--- src/sv/dxt_pkg.sv ---
package dxt_pkg;

  localparam int NumCols = 4;
  localparam int NumRows = 4;
  localparam int RowW = $clog2(NumRows);
  localparam logic [RowW-1:0] LastRow = RowW'(NumRows - 1);

  localparam logic FMT_DXT1 = 1'b0;
  localparam logic FMT_DXT5 = 1'b1;

  typedef logic [7:0] chan_t;

  typedef struct packed {
    chan_t [2:0]       e0;
    chan_t [2:0]       e1;
    logic              four;
    logic              fmt;
    logic              a_gt;
    chan_t             a0;
    chan_t             a1;
    logic [5:0][10:0]  asum;
    logic [31:0]       cidx;
    logic [47:0]       aidx;
  } s1_t;

  typedef struct packed {
    logic [3:0][31:0]  cpal;
    chan_t [7:0]       apal;
    logic              fmt;
    logic [31:0]       cidx;
    logic [47:0]       aidx;
  } s2_t;

  typedef struct packed {
    logic s1_load;
    logic s2_load;
  } pal_ctrl_t;

  // v * 255 / 31 via reciprocal
  function automatic chan_t widen5(input logic [4:0] v);
    logic [26:0] p;
    begin
      p = 27'(v) * 27'd255 * 27'd8457;
      return p[25:18];
    end
  endfunction

  // v * 255 / 63 via reciprocal
  function automatic chan_t widen6(input logic [5:0] v);
    logic [29:0] p;
    begin
      p = 30'(v) * 30'd255 * 30'd16645;
      return p[27:20];
    end
  endfunction

  function automatic chan_t div3(input logic [9:0] x);
    logic [20:0] p;
    begin
      p = 21'(x) * 21'd683;
      return p[18:11];
    end
  endfunction

  function automatic chan_t div5(input logic [10:0] x);
    logic [23:0] p;
    begin
      p = 24'(x) * 24'd3277;
      return p[21:14];
    end
  endfunction

  function automatic chan_t div7(input logic [10:0] x);
    logic [23:0] p;
    begin
      p = 24'(x) * 24'd2341;
      return p[21:14];
    end
  endfunction

endpackage

--- src/sv/dxt_palette.sv ---
module dxt_palette (
  input  logic              clk,
  input  dxt_pkg::pal_ctrl_t ctrl,
  input  logic              fmt,
  input  logic [63:0]       color_block,
  input  logic [63:0]       alpha_block,
  output dxt_pkg::s2_t      s2
);
  import dxt_pkg::*;

  s1_t s1, s1_next;
  s2_t s2_next;
  logic [15:0] c0, c1;
  logic [9:0]  sum_a [3];
  logic [9:0]  sum_b [3];
  logic [8:0]  sum_h [3];
  chan_t       mid_a [3];
  chan_t       mid_b [3];

  // stage 1: endpoint widening and alpha weighted sums
  always_comb begin
    c0 = color_block[15:0];
    c1 = color_block[31:16];
    s1_next.e0[0] = widen5(c0[15:11]);
    s1_next.e0[1] = widen6(c0[10:5]);
    s1_next.e0[2] = widen5(c0[4:0]);
    s1_next.e1[0] = widen5(c1[15:11]);
    s1_next.e1[1] = widen6(c1[10:5]);
    s1_next.e1[2] = widen5(c1[4:0]);
    s1_next.four = (fmt == FMT_DXT5) || (c0 > c1);
    s1_next.fmt = fmt;
    s1_next.a0 = alpha_block[7:0];
    s1_next.a1 = alpha_block[15:8];
    s1_next.a_gt = alpha_block[7:0] > alpha_block[15:8];
    for (int k = 1; k <= 6; k++) begin
      if (s1_next.a_gt) begin
        s1_next.asum[k-1] = 11'((7 - k) * int'(s1_next.a0) + k * int'(s1_next.a1));
      end else if (k <= 4) begin
        s1_next.asum[k-1] = 11'((5 - k) * int'(s1_next.a0) + k * int'(s1_next.a1));
      end else begin
        s1_next.asum[k-1] = '0;
      end
    end
    s1_next.cidx = color_block[63:32];
    s1_next.aidx = alpha_block[63:16];
  end

  always_ff @(posedge clk) begin
    if (ctrl.s1_load) begin
      s1 <= s1_next;
    end
  end

  // stage 2: interpolated palette entries
  always_comb begin
    for (int ch = 0; ch < 3; ch++) begin
      sum_a[ch] = {1'b0, s1.e0[ch], 1'b0} + 10'(s1.e1[ch]);
      sum_b[ch] = 10'(s1.e0[ch]) + {1'b0, s1.e1[ch], 1'b0};
      sum_h[ch] = 9'(s1.e0[ch]) + 9'(s1.e1[ch]);
      mid_a[ch] = div3(sum_a[ch]);
      mid_b[ch] = div3(sum_b[ch]);
    end
    s2_next.cpal[0] = {8'hFF, s1.e0[2], s1.e0[1], s1.e0[0]};
    s2_next.cpal[1] = {8'hFF, s1.e1[2], s1.e1[1], s1.e1[0]};
    if (s1.four) begin
      s2_next.cpal[2] = {8'hFF, mid_a[2], mid_a[1], mid_a[0]};
      s2_next.cpal[3] = {8'hFF, mid_b[2], mid_b[1], mid_b[0]};
    end else begin
      s2_next.cpal[2] = {8'hFF, sum_h[2][8:1], sum_h[1][8:1], sum_h[0][8:1]};
      s2_next.cpal[3] = '0;
    end
    s2_next.apal[0] = s1.a0;
    s2_next.apal[1] = s1.a1;
    for (int k = 1; k <= 6; k++) begin
      if (s1.a_gt) begin
        s2_next.apal[k+1] = div7(s1.asum[k-1]);
      end else if (k <= 4) begin
        s2_next.apal[k+1] = div5(s1.asum[k-1]);
      end else if (k == 5) begin
        s2_next.apal[k+1] = 8'h00;
      end else begin
        s2_next.apal[k+1] = 8'hFF;
      end
    end
    s2_next.fmt = s1.fmt;
    s2_next.cidx = s1.cidx;
    s2_next.aidx = s1.aidx;
  end

  always_ff @(posedge clk) begin
    if (ctrl.s2_load) begin
      s2 <= s2_next;
    end
  end

endmodule

--- src/sv/dxt_lane.sv ---
module dxt_lane (
  input  logic [3:0][31:0]     cpal,
  input  dxt_pkg::chan_t [7:0] apal,
  input  logic                 fmt,
  input  logic [1:0]           ci,
  input  logic [2:0]           ai,
  output logic [31:0]          px
);
  import dxt_pkg::*;

  logic [31:0] color;
  chan_t       alpha;

  always_comb begin
    unique case (ci)
      2'd0: color = cpal[0];
      2'd1: color = cpal[1];
      2'd2: color = cpal[2];
      2'd3: color = cpal[3];
      default: color = cpal[0];
    endcase
    alpha = apal[ai];
    if (fmt == FMT_DXT5) begin
      px = {alpha, color[23:0]};
    end else begin
      px = color;
    end
  end

endmodule

--- src/sv/dxt_block_decompressor.sv ---
// DXT1/DXT5 (BC1/BC3) 4x4 block decoder. Each request carries one 64-bit color
// block and one 64-bit alpha block (the latter ignored when block_format is 0,
// DXT1) and yields four output requests, rows 0 to 3, each with four RGBA8888
// pixels (red in the low byte) and last_row set on row 3. The row sequencer
// drives one row a cycle, while the output is not stalled, through four column
// lanes into the output register, and a new block is taken while the previous
// one is still being emitted. A block passes through the endpoint widening
// register (loaded at the edge that accepts it), the palette interpolation
// register and then the output register. block_format is written through
// cfg_valid/cfg_data and applies to blocks accepted afterwards; the user must
// write it only while no block is in flight, as the block does not enforce this.
module dxt_block_decompressor (
  input  logic        clk,
  input  logic        rst,
  input  logic        cfg_valid,
  output logic        cfg_ready,
  input  logic        cfg_data,
  input  logic        in_valid,
  output logic        in_stall,
  input  logic [63:0] color_block,
  input  logic [63:0] alpha_block,
  output logic        out_valid,
  input  logic        out_stall,
  output logic [31:0] pixel_col0,
  output logic [31:0] pixel_col1,
  output logic [31:0] pixel_col2,
  output logic [31:0] pixel_col3,
  output logic [1:0]  row_number,
  output logic        last_row
);
  import dxt_pkg::*;

  logic            block_format;
  logic            s1_valid, s1_valid_next;
  logic            s2_valid, s2_valid_next;
  logic            out_valid_next;
  logic [RowW-1:0] row;
  logic            out_load, emit, s2_done;
  pal_ctrl_t       ctrl;
  s2_t             s2;
  logic [7:0]      row_cidx;
  logic [11:0]     row_aidx;
  logic [31:0]     lane_px [NumCols];

  assign cfg_ready = 1'b1;

  always_ff @(posedge clk) begin
    if (rst) begin
      block_format <= FMT_DXT1;
    end else if (cfg_valid && cfg_ready) begin
      block_format <= cfg_data;
    end
  end

  // pipeline control
  always_comb begin
    out_load = !out_valid || !out_stall;
    emit = s2_valid && out_load;
    s2_done = emit && (row == LastRow);
    ctrl.s2_load = s1_valid && (!s2_valid || s2_done);
    in_stall = s1_valid && !ctrl.s2_load;
    ctrl.s1_load = in_valid && !in_stall;
    s1_valid_next = ctrl.s1_load || (s1_valid && !ctrl.s2_load);
    s2_valid_next = ctrl.s2_load || (s2_valid && !s2_done);
    out_valid_next = out_load ? s2_valid : out_valid;
  end

  always_ff @(posedge clk) begin
    if (rst) begin
      s1_valid <= 1'b0;
      s2_valid <= 1'b0;
      out_valid <= 1'b0;
      row <= '0;
    end else begin
      s1_valid <= s1_valid_next;
      s2_valid <= s2_valid_next;
      out_valid <= out_valid_next;
      if (emit) begin
        row <= row + 1'b1;
      end
    end
  end

  dxt_palette u_palette (
    .clk         (clk),
    .ctrl        (ctrl),
    .fmt         (block_format),
    .color_block (color_block),
    .alpha_block (alpha_block),
    .s2          (s2)
  );

  assign row_cidx = s2.cidx[{row, 3'b000} +: 8];
  assign row_aidx = s2.aidx[6'(row) * 6'd12 +: 12];

  for (genvar c = 0; c < NumCols; c++) begin : g_lane
    dxt_lane u_lane (
      .cpal (s2.cpal),
      .apal (s2.apal),
      .fmt  (s2.fmt),
      .ci   (row_cidx[2*c +: 2]),
      .ai   (row_aidx[3*c +: 3]),
      .px   (lane_px[c])
    );
  end

  // row merge into the output register
  always_ff @(posedge clk) begin
    if (emit) begin
      pixel_col0 <= lane_px[0];
      pixel_col1 <= lane_px[1];
      pixel_col2 <= lane_px[2];
      pixel_col3 <= lane_px[3];
      row_number <= row;
      last_row <= (row == LastRow);
    end
  end

endmodule

--- config.mk ---
export PLATFORM = sky130hd
export DESIGN_NAME = dxt_block_decompressor
export DESIGN_NICKNAME = d
export VERILOG_FILES = /design/src/sv/dxt_pkg.sv /design/src/sv/dxt_palette.sv /design/src/sv/dxt_lane.sv /design/src/sv/dxt_block_decompressor.sv
export SDC_FILE = /design/constraint.sdc
export NUM_CORES = 2
export LEC_CHECK = 0
export ABC_AREA = 1
export BUFFER_PORTS_ARGS = -buffer_cell sky130_fd_sc_hd__clkbuf_2
export CELL_PAD_IN_SITES_DETAIL_PLACEMENT = 0
export CELL_PAD_IN_SITES_GLOBAL_PLACEMENT = 2
export CORE_ASPECT_RATIO = 0.8
export CORE_MARGIN = 2
export CORE_UTILIZATION = 44
export CTS_BUF_LIST = sky130_fd_sc_hd__clkbuf_4 sky130_fd_sc_hd__clkbuf_8
export CTS_CLUSTER_DIAMETER = 120
export DETAILED_ROUTE_END_ITERATION = 12
export PLACE_DENSITY = 0.95
export SLEW_MARGIN = 40
export SYNTH_ARGS = -nofsm -noshare
export SYNTH_HDL_FRONTEND = slang
export SYNTH_SLANG_ARGS = --single-unit
--- constraint.sdc ---
create_clock -name clk -period 35.9 [get_ports clk]
set_input_delay 5.385 -clock clk [delete_from_list [all_inputs] [get_ports clk]]
set_output_delay 5.385 -clock clk [all_outputs]
set_load 0.05 [all_outputs]
==> flow_metrics.tcl <==
set metrics [dict create \
    status "completed" \
    worst_pin_slew_ns 0.878 \
    synth-edff-count 582 \
    ys_types 55 \
    avgRoutedWirePerCell_microns 19.1 \
    finalCritPeriodShare 0.327 \
    drive_above_1_share 0.0595 \
    drtIter0Drc 5365 \
    cts-root-buf "clkbuf_8" \
    slew-limit-headroom 0.415 \
    path_class "input pin to output pin" \
    cp_max_fo 3 \
    finalNetCount 11700 \
    skew_ns 0.0513 \
    synth_top_area_frac 0.268 \
    design.core.area_sq_um 175000 \
    maxCapViolCount 0 \
    cp-end-kind "output pin" \
    avgSynthCellArea_sq_um 8.55 \
    drt-total-wl_microns 224000 \
    row_count 137 \
    grt_pass1_wl_microns 349000 \
    grt.overflow.total 0 \
    clk_pin_slew_worst_paths_ns 0.06 \
    die-area_sq_um 179000 \
    grt_usage 0.248 \
    slew_violations 0 \
    fillers 16800 \
    mostFrequentLayoutCell "nand2_1" \
    cts_max_path_buffers 3 \
    period_minus_slack_ns 11.74 \
    die_w_microns 473 \
    async_flop_share 0 \
    ys_seq_area_frac 0.227 \
    clk_latency_ns 0.86 \
    grt_max_degree 96 \
    setup_viol 0 \
    cts_max_level 3 \
    gp_congestion 0.921 \
    arrival_ns 6.36 \
    min_path_cells 0 \
    hpwl_microns 182000 \
    synthTopCellsByArea "ha_1, edfxtp_1, fa_1, nand2_1, inv_1" \
    yosysWarnings 0 \
    grt_pass1_vias 61200 \
    cts_resized 0 \
    portBuffers 266 \
    grt_setup_unrepaired "no" \
    syn_nets 11300 \
    stdcell_area_sq_um 83700 \
    cts_setup_buffers 0 \
    cts_tree "yes" \
    io_pins 268 \
    die_y_microns 379 \
    hold_violations 0 \
    placedInstanceArea_sq_um 81400 \
    ys_ff_latch 588 \
    start_util 0.444 \
    routed-via-count 63400 \
    netlist_area_sq_um 77400 \
    mostFrequentLayoutCells "nand2_1, ha_1, inv_1" \
    drtAntennaViolNets 0 \
    syn_inst 9048 \
    critical_path_required_ns 30.51 \
    ys.flop_type "edfxtp_1" \
    reg2reg_depth 20 \
    finalSetupTns_ns 0 \
    fmax_ghz 0.0852 \
    hold_path_class "register to register" \
    syn_to_final_growth_pct 8.11 \
    numCtsBuffers 104 \
    dr.pass1.iters 5 \
    synth_top_cell_by_area "ha_1" \
    cts-hold-fix-buffers 0 \
    critPathLaunchType "input pin" \
    via_per_inst 5.41 \
    cts_sinks 588 \
    drc_errors 0 \
    antenna_found_initial 6 \
]
layout make-up:
type | instances | area, sq um | area share
sequential | 588 | 17600 | 0.210
clock buffer | 132 | 1650 | 0.0197
multi-input combinational | 6936 | 54000 | 0.645
clock inverter | 51 | 498 | 0.00595
timing repair buffer | 311 | 1730 | 0.0207
inverter | 1421 | 5350 | 0.0639
antenna | 3 | 7.51 | 0.0000897
tap | 2293 | 2870 | 0.0343
critical path: stages:
cell	delay, ns
clkbuf_2	0.08
nand2_1	0.07
a21oi_1	0.27
inv_1	0.10
nor2_1	0.15
clkbuf_2	0.31
stage by stage:
stage               cells  utilization  setup WS [ns]  hold WS, ns
global placement    11500        0.467          23.55        0.401
floorplan            9048            -          19.46        0.400
detailed placement  11500        0.467          23.59        0.405
finish              11700        0.480          24.16        0.414
global route        11700        0.480          23.90        0.423
CTS                 11700        0.479          24.14        0.413
cells in the mapped netlist (3+ instances only):
library cell	n
and2_1	14
a32oi_4	4
or2_1	8
buf_6	5
ha_1	1660
nand2_2	19
o221ai_1	3
nand3_1	459
o2111ai_1	49
o31ai_2	3
nand2_1	1810
buf_4	10
o211ai_1	25
nand3b_1	27
o21a_1	38
xnor2_1	75
fa_1	497
edfxtp_1	582
nor3_1	87
a21oi_2	6
o21bai_1	55
a31oi_1	24
a211oi_1	17
inv_1	1407
o22ai_1	6
nor2_1	527
buf_1	4
xor2_1	150
nor3b_1	3
o2111ai_2	10
clkbuf_1	40
buf_2	44
or2_2	17
dfxtp_1	6
o31ai_1	11
a21o_1	50
a21boi_0	14
nand4_1	115
inv_2	12
a21oi_1	693
a31o_2	3
nor4_1	11
o21ai_1	4
o21ai_0	425
o311ai_0	4
worst paths after layout:
check	start	to	slack (ns)
setup / recovery	out_stall	in_stall	24.16
hold / removal	u_palette.s1[41]	u_palette.s2[41]	0.41
setup reg to reg	u_palette.s1[189]	u_palette.s2[215]	29.66
hold reg to reg	u_palette.s1[41]	u_palette.s2[41]	0.41
state kept, by name, summed over array words and instances, names as in the netlist:
name          count
u_palette.s2    242
u_palette.s1    209
pixel_col0       32
pixel_col1       32
pixel_col2       32
pixel_col3       32
row               2
row_number        2
block_format      1
last_row          1
out_valid         1
s1_valid          1
s2_valid          1
layer usage:
layer  GRT usage  part of all wire  up-vias
met5           0          0.000058        -
met4      0.0693             0.027        2
met3      0.0337             0.064      273
met2       0.376              0.42     1829
met1       0.367              0.49    30100
li1            -                 -    31300
cell families (layout without fill, tap and decap cells):
family / count (synthesis) / after routing / share of synthesized area
AND/OR/NAND/NOR: 3103 / 3103 / 0.167
adder cells (fa/ha/maj): 2157 / 2157 / 0.397
flip-flops: 588 / 588 / 0.227
AO/OA/AOI/OAI: 1450 / 1450 / 0.108
other: 1 / 4 / 0.0000485
buffers and inverters: 1524 / 1915 / 0.0756
XOR/XNOR: 225 / 225 / 0.0255
Power is not shown: default switching activity piles up to over one toggle a cycle in this logic, so the estimate is an artifact.
